--- src/rtl/u8d_pkg.sv ---
// Shared types and constants for the UTF-8 stream decoder.
package u8d_pkg;

    localparam int CP_W    = 26;
    localparam int LEN_W   = 3;
    localparam int ST_W    = 2;
    localparam int BYTE_W  = 8;
    localparam int OUT_DATA_W = 32;

    localparam logic [ST_W-1:0] ST_OK       = 2'd0;
    localparam logic [ST_W-1:0] ST_BAD_LEAD = 2'd1;
    localparam logic [ST_W-1:0] ST_TRUNC    = 2'd2;

    localparam logic [LEN_W-1:0] LEN_1 = 3'd1;
    localparam logic [LEN_W-1:0] LEN_2 = 3'd2;
    localparam logic [LEN_W-1:0] LEN_3 = 3'd3;
    localparam logic [LEN_W-1:0] LEN_4 = 3'd4;
    localparam logic [LEN_W-1:0] LEN_5 = 3'd5;

    typedef struct packed {
        logic [BYTE_W-1:0] data_byte;
        logic              buffer_end;
    } in_beat_t;

    typedef struct packed {
        logic [CP_W-1:0]  code_point;
        logic [LEN_W-1:0] seq_bytes;
        logic [ST_W-1:0]  status;
        logic             end_flag;
    } result_t;

endpackage

--- src/rtl/u8d_core.sv ---
// Sequence state and per-byte decode logic of the UTF-8 stream decoder.
module u8d_core
(
    input  logic              clk,
    input  logic              rst_n,
    input  logic              step,
    input  u8d_pkg::in_beat_t beat,
    output logic              has_result,
    output u8d_pkg::result_t  result
);

    logic [u8d_pkg::LEN_W-1:0] remaining_reg;
    logic [u8d_pkg::LEN_W-1:0] remaining_next;
    logic [u8d_pkg::LEN_W-1:0] seq_len_reg;
    logic [u8d_pkg::LEN_W-1:0] seq_len_next;
    logic [u8d_pkg::CP_W-1:0]  acc_reg;
    logic [u8d_pkg::CP_W-1:0]  acc_next;

    always_comb
    begin
        logic [u8d_pkg::CP_W-1:0]  acc_shift;
        logic [u8d_pkg::LEN_W-1:0] rem_dec;
        logic [u8d_pkg::LEN_W-1:0] lead_len;
        logic [u8d_pkg::CP_W-1:0]  lead_bits;
        logic                      lead_bad;
        logic [u8d_pkg::BYTE_W-1:0] b;

        b          = beat.data_byte;
        acc_shift  = {acc_reg[u8d_pkg::CP_W-7:0], b[5:0]};
        rem_dec    = remaining_reg - 3'd1;
        lead_bad   = 1'b0;
        lead_len   = u8d_pkg::LEN_2;
        lead_bits  = '0;

        priority if (!b[5])
        begin
            lead_len  = u8d_pkg::LEN_2;
            lead_bits = {21'd0, b[4:0]};
        end
        else if (!b[4])
        begin
            lead_len  = u8d_pkg::LEN_3;
            lead_bits = {22'd0, b[3:0]};
        end
        else if (!b[3])
        begin
            lead_len  = u8d_pkg::LEN_4;
            lead_bits = {23'd0, b[2:0]};
        end
        else if (!b[2])
        begin
            lead_len  = u8d_pkg::LEN_5;
            lead_bits = {24'd0, b[1:0]};
        end
        else
        begin
            lead_bad = 1'b1;
        end

        remaining_next = remaining_reg;
        seq_len_next   = seq_len_reg;
        acc_next       = acc_reg;
        has_result     = 1'b0;
        result.code_point = '0;
        result.seq_bytes  = u8d_pkg::LEN_1;
        result.status     = u8d_pkg::ST_OK;
        result.end_flag   = beat.buffer_end;

        if (remaining_reg != '0)
        begin
            acc_next       = acc_shift;
            remaining_next = rem_dec;
            if (rem_dec == '0)
            begin
                has_result        = 1'b1;
                result.code_point = acc_shift;
                result.seq_bytes  = seq_len_reg;
                seq_len_next      = '0;
                acc_next          = '0;
            end
            else if (beat.buffer_end)
            begin
                has_result      = 1'b1;
                result.seq_bytes = seq_len_reg - rem_dec;
                result.status   = u8d_pkg::ST_TRUNC;
                remaining_next  = '0;
                seq_len_next    = '0;
                acc_next        = '0;
            end
        end
        else if (!b[7])
        begin
            has_result        = 1'b1;
            result.code_point = {18'd0, b};
        end
        else if (lead_bad)
        begin
            has_result    = 1'b1;
            result.status = u8d_pkg::ST_BAD_LEAD;
        end
        else if (beat.buffer_end)
        begin
            has_result    = 1'b1;
            result.status = u8d_pkg::ST_TRUNC;
            seq_len_next  = '0;
            acc_next      = '0;
        end
        else
        begin
            seq_len_next   = lead_len;
            remaining_next = lead_len - 3'd1;
            acc_next       = lead_bits;
        end
    end

    always_ff @(posedge clk or negedge rst_n)
    begin
        if (!rst_n)
        begin
            remaining_reg <= '0;
            seq_len_reg   <= '0;
            acc_reg       <= '0;
        end
        else if (step)
        begin
            remaining_reg <= remaining_next;
            seq_len_reg   <= seq_len_next;
            acc_reg       <= acc_next;
        end
    end

endmodule

--- src/rtl/utf8_stream_decoder.sv ---
// Top level of the UTF-8 stream decoder: input register, decode core, result register.
//
//   beat group | direction | tdata                         | tuser       | tlast
//   s_axis     | in        | [7:0] data_byte               | none        | buffer_end
//   m_axis     | out       | [25:0] code_point, [28:26]    | [1:0] status| end_flag
//              |           | seq_bytes, [31:29] zero       |             |
//
// Each byte waits in the input register until the core steps; a result it completes goes to the result register.
// A byte is taken every cycle while no result is stalled; the sequence state in the core updates on each step.
// A byte that completes nothing moves no result; the stream then gives fewer output beats.
// A stalled result holds the input register, and s_axis_tready then follows m_axis_tready.
// Reset clears the sequence state and both valid flags, so the next byte is a lead byte.
module utf8_stream_decoder
(
    input  logic        clk,
    input  logic        rst_n,
    input  logic        s_axis_tvalid,
    output logic        s_axis_tready,
    input  logic [7:0]  s_axis_tdata,   // [7:0] data_byte
    input  logic        s_axis_tlast,
    output logic        m_axis_tvalid,
    input  logic        m_axis_tready,
    output logic [31:0] m_axis_tdata,   // [25:0] code_point, [28:26] seq_bytes, [31:29] zero
    output logic [1:0]  m_axis_tuser,   // [1:0] status
    output logic        m_axis_tlast
);

    logic              in_valid_reg;
    logic              in_valid_next;
    u8d_pkg::in_beat_t in_beat_reg;
    logic              out_valid_reg;
    logic              out_valid_next;
    u8d_pkg::result_t  out_reg;
    logic              step;
    logic              has_result;
    u8d_pkg::result_t  result;

    assign step          = in_valid_reg && (!out_valid_reg || m_axis_tready);
    assign s_axis_tready = !in_valid_reg || step;

    u8d_core u_core
    (
        .clk        (clk),
        .rst_n      (rst_n),
        .step       (step),
        .beat       (in_beat_reg),
        .has_result (has_result),
        .result     (result)
    );

    always_comb
    begin
        in_valid_next = in_valid_reg;
        if (s_axis_tready)
        begin
            in_valid_next = s_axis_tvalid;
        end
        out_valid_next = out_valid_reg && !m_axis_tready;
        if (step)
        begin
            out_valid_next = has_result;
        end
    end

    always_ff @(posedge clk or negedge rst_n)
    begin
        if (!rst_n)
        begin
            in_valid_reg  <= 1'b0;
            out_valid_reg <= 1'b0;
        end
        else
        begin
            in_valid_reg  <= in_valid_next;
            out_valid_reg <= out_valid_next;
        end
    end

    always_ff @(posedge clk)
    begin
        if (s_axis_tready && s_axis_tvalid)
        begin
            in_beat_reg.data_byte  <= s_axis_tdata;
            in_beat_reg.buffer_end <= s_axis_tlast;
        end
        if (step && has_result)
        begin
            out_reg <= result;
        end
    end

    assign m_axis_tvalid = out_valid_reg;
    assign m_axis_tdata  = {3'd0, out_reg.seq_bytes, out_reg.code_point};
    assign m_axis_tuser  = out_reg.status;
    assign m_axis_tlast  = out_reg.end_flag;

    a_err_zero_cp: assert property (@(posedge clk) disable iff (!rst_n)
        m_axis_tvalid && (m_axis_tuser != u8d_pkg::ST_OK) |-> (m_axis_tdata[25:0] == '0))
        else $error("error result carries a nonzero code point");

    a_trunc_last: assert property (@(posedge clk) disable iff (!rst_n)
        m_axis_tvalid && (m_axis_tuser == u8d_pkg::ST_TRUNC) |-> m_axis_tlast)
        else $error("truncated result not marked as buffer end");

    a_len_range: assert property (@(posedge clk) disable iff (!rst_n)
        m_axis_tvalid |-> (m_axis_tdata[28:26] != 3'd0) && (m_axis_tdata[28:26] <= 3'd5))
        else $error("sequence length out of range");

    a_no_drop: assert property (@(posedge clk) disable iff (!rst_n)
        m_axis_tvalid && !m_axis_tready |-> !step)
        else $error("core advanced while a result was stalled");

endmodule

--- config.mk ---
export PLATFORM = sky130hd
export DESIGN_NAME = utf8_stream_decoder
export DESIGN_NICKNAME = d
export VERILOG_FILES = /design/src/rtl/u8d_pkg.sv /design/src/rtl/u8d_core.sv /design/src/rtl/utf8_stream_decoder.sv
export SDC_FILE = /design/constraint.sdc
export NUM_CORES = 1
export LEC_CHECK = 0
export BUFFER_PORTS_ARGS = -buffer_cell sky130_fd_sc_hd__buf_2
export CAP_MARGIN = 20
export CORE_ASPECT_RATIO = 1.2
export CORE_MARGIN = 10
export CORE_UTILIZATION = 50
export DETAILED_ROUTE_END_ITERATION = 7
export GPL_ROUTABILITY_DRIVEN = 0
export HOLD_SLACK_MARGIN = 0.03
export PLACE_DENSITY_LB_ADDON = 0.1
export SLEW_MARGIN = 20
export SYNTH_ARGS = -nofsm -noshare
export SYNTH_HDL_FRONTEND = slang
export SYNTH_HIERARCHICAL = 1
export SYNTH_SLANG_ARGS = --single-unit
--- constraint.sdc ---
create_clock -name clk -period 3.55 [get_ports clk]
set_clock_uncertainty 0.05 [all_clocks]
set_input_delay 0.71 -clock clk [delete_from_list [all_inputs] [get_ports clk]]
set_output_delay 0.71 -clock clk [all_outputs]
set_load 0.02 [all_outputs]
==> impl_metrics.env <==
export IMPL_setup_violations=0
export IMPL_worstPathArrival_ns=2.44
export IMPL_netlist_instances=216
export IMPL_worstPathRequired_ns=3.49
export IMPL_synth_cell_types=47
export IMPL_drive_above_1_share=0.2741
export IMPL_yosys_warnings=6
export IMPL_wl_per_cell_um=15.75
export IMPL_synth_top_area_frac=0.4088
export IMPL_nFillCells=478
export IMPL_postCtsHoldBufs=0
export IMPL_postCtsSetupBuffers=0
export IMPL_worst_setup_path_type="register to register"
export IMPL_io_buffer_count=46
export IMPL_first_global_vias=1862
export IMPL_largest_reg_flops=29
export IMPL_cts_root_buf="clkbuf_8"
export IMPL_fin_nets=285
export IMPL_die_height_um=105.0
export IMPL_synth_common_cells="edfxtp_1 (41), dfrtp_1 (28), and2_1 (24)"
export IMPL_synth_compound_area_frac=0.1275
export IMPL_yosys_mux_area_fraction=0.01745
export IMPL_rsz0062_at_grt="no"
export IMPL_synth_xor_area_share=0.008725
export IMPL_dr_total_vias=1812
export IMPL_r2r_start="u_core/remaining_reg[0]$_DFFE_PN0P_"
export IMPL_clkTransAtPathRegs_ns=0.07
export IMPL_antenna_found_initial=0
export IMPL_ys_async_sr_fraction=0.4058
export IMPL_hold_slack_ns=0.3427
export IMPL_grt_max_degree=33
export IMPL_synth_top_family_by_area="simple AND/OR/NAND/NOR gates"
export IMPL_status="completed"
export IMPL_yosys_most_used_dff="edfxtp_1"
export IMPL_synth_avg_cell_area_um2=13.94
export IMPL_final_core_util=0.6011
export IMPL_yosys_top_cells_area="edfxtp_1 (41%), dfrtp_1 (23%), a22o_1 (5.5%), and2_1 (5.0%), ha_1 (2.9%)"
export IMPL_r2r_end="m_axis_tdata[26]$_DFFE_PP_"
export IMPL_maxSlewViolCount=0
export IMPL_tritoncts="yes"
export IMPL_powerDensity_nw_per_um2=863.6
export IMPL_firstDrtPassIters=4
export IMPL_rows=30
export IMPL_worst_r2r_cell_count=8
export IMPL_synth_fa_ha_area_frac=0.02908
export IMPL_tns_ns=0
export IMPL_io_pins=50
export IMPL_worst_pin_slew_ns=0.9446
export IMPL_die_area_um2=9540
export IMPL_ant_nets=0
export IMPL_core_um2=5743
export IMPL_track_usage=0.1189
export IMPL_cp_end_kind="register"
export IMPL_grt_busiest_layer="met2"
export IMPL_irDropWorstVdd_uv=377.6
export IMPL_clk_latency_ns=0.34
export IMPL_grt_use_met3=0.04581
export IMPL_drt_iter0_drc=71
export IMPL_via_per_inst=5.177
export IMPL_leakagePower_nw=1.513
export IMPL_grt_use_met1=0.1361
export IMPL_critPathLaunchType="register"
export IMPL_yosys_area_share_simple=0.1309
export IMPL_cts_sinks=69
export IMPL_gr_total_overflow=0
export IMPL_initial_utilization=0.5244
export IMPL_cts_resized=0
export IMPL_htree_levels=3
export IMPL_n_antenna_cell=0
export IMPL_fin_crit_sh=0.7016
export IMPL_synth_edf_count=41
export IMPL_maxClockFrequency_ghz=0.4015
export IMPL_crit_fanout=32
export IMPL_relSlewSlack=0.3675
export IMPL_r2r_slack_ns=1.06
export IMPL_syn_area_um2=3012
export IMPL_grt_first_pass_wirelength_mm=9.156
export IMPL_die_w_um=90.85
export IMPL_yosysMostFrequentCell="edfxtp_1"
export IMPL_hold_class="primary input to async pin"
export IMPL_clock_path_buffers=2
export IMPL_finalWirelength_mm=5.511
export IMPL_synth_seq_cells=69
export IMPL_total_power_mw=2.981
export IMPL_pre_cts_ws_ns=1.061
export IMPL_setup_slack_ns=1.059
export IMPL_hpwl_mm=3.901
export IMPL_fin_crit_ns=2.491
export IMPL_drc=0
export IMPL_grtUsageMet2=0.1922
export IMPL_cts_buffers=9
export IMPL_area_delta_synth_final_pct=14.62
export IMPL_synth_largest_area_cell="edfxtp_1"
export IMPL_synth_seq_area_share=0.6415
export IMPL_final_hold_viol_count=0
export IMPL_max_cap_violations=0
-- final cells by class --
cell class | count | area [µm²] | area share
repair buffers | 48 | 245.2 | 0.07104
flip-flops and latches | 69 | 1932 | 0.5596
multi-input cells | 128 | 958.4 | 0.2776
inverters | 9 | 33.78 | 0.009786
clock inverters | 5 | 51.30 | 0.01486
well taps | 80 | 100.1 | 0.02900
clock buffers | 11 | 131.4 | 0.03806
-- worst max-delay path by stage --
| stage | startpoint | endpoint | slack, ns | cells past startpoint |
|---|---|---|---|---|
| final | u_core/remaining_reg[0]$_DFFE_PN0P_ | m_axis_tdata[26]$_DFFE_PP_ | 1.06 | 8 |
| after detailed placement | u_core/remaining_reg[0]$_DFFE_PN0P_ | m_axis_tdata[26]$_DFFE_PP_ | 1.06 | 8 |
| after global placement | u_core/remaining_reg[0]$_DFFE_PN0P_ | m_axis_tdata[18]$_DFFE_PP_ | 1.12 | 8 |
| after global routing | u_core/remaining_reg[0]$_DFFE_PN0P_ | m_axis_tdata[26]$_DFFE_PP_ | 0.85 | 8 |
| after floorplan | u_core/remaining_reg[0]$_DFFE_PN0P_ | m_axis_tdata[0]$_DFFE_PP_ | 0.18 | 7 |
| after CTS | u_core/remaining_reg[0]$_DFFE_PN0P_ | m_axis_tdata[26]$_DFFE_PP_ | 1.04 | 8 |
-- worst max-delay path, cell delays in order (launching register included) --
cell	delay, ns
dfrtp_1	0.42
inv_1	0.14
ha_1	0.31
nor2_1	0.08
a22oi_2	0.39
o22a_1	0.19
nand2_1	0.08
nor2b_2	0.11
buf_4	0.36
-- through the flow --
stage          cells  cell area [µm²]
6_report         350             3452
3_3_place_gp     334             3269
3_5_place_dp     334             3269
4_1_cts          350             3452
2_1_floorplan    218             3019
5_1_grt          350             3452
-- placed cells by master (no fill, tap or decap), types with 2 or more instances in the layout --
cell / synthesis / routed
buf_2: 0 / 46
edfxtp_1: 41 / 41
dfrtp_1: 28 / 28
and2_1: 24 / 24
a22o_1: 19 / 19
nor2_1: 14 / 14
nand2_1: 10 / 10
clkbuf_8: 0 / 9
inv_1: 9 / 9
ha_1: 7 / 7
nand2b_1: 5 / 5
nor2b_1: 5 / 4
conb_1: 1 / 3
a21oi_1: 3 / 3
mux2i_1: 3 / 3
clkbuf_1: 2 / 2
clkinv_2: 0 / 2
buf_4: 6 / 2
xor2_1: 2 / 2
o31ai_1: 2 / 2
o21ai_0: 2 / 2
o22ai_1: 2 / 2
a41o_1: 2 / 2
mux2_2: 2 / 2
-- metal layers --
layer,part of all wire,wire (µm)
met2,0.50,2755
met5,0,0
met3,0.067,371
met1,0.41,2268
met4,0.021,116
-- power breakdown --
group | internal, mW | leakage (nW) | switching [mW]
combinational | 0.408 | 0.649 | 0.709
clock | 0.320 | 0.0907 | 0.271
sequential | 1.14 | 0.774 | 0.129
-- cells by family after synthesis --
family / Yosys count
flops: 69
buf+inv: 21
simple gates: 67
xor+xnor: 3
fa+ha+maj: 7
compound gates: 43
mux: 5
other cells: 1
(Power assumes the default switching activity.)
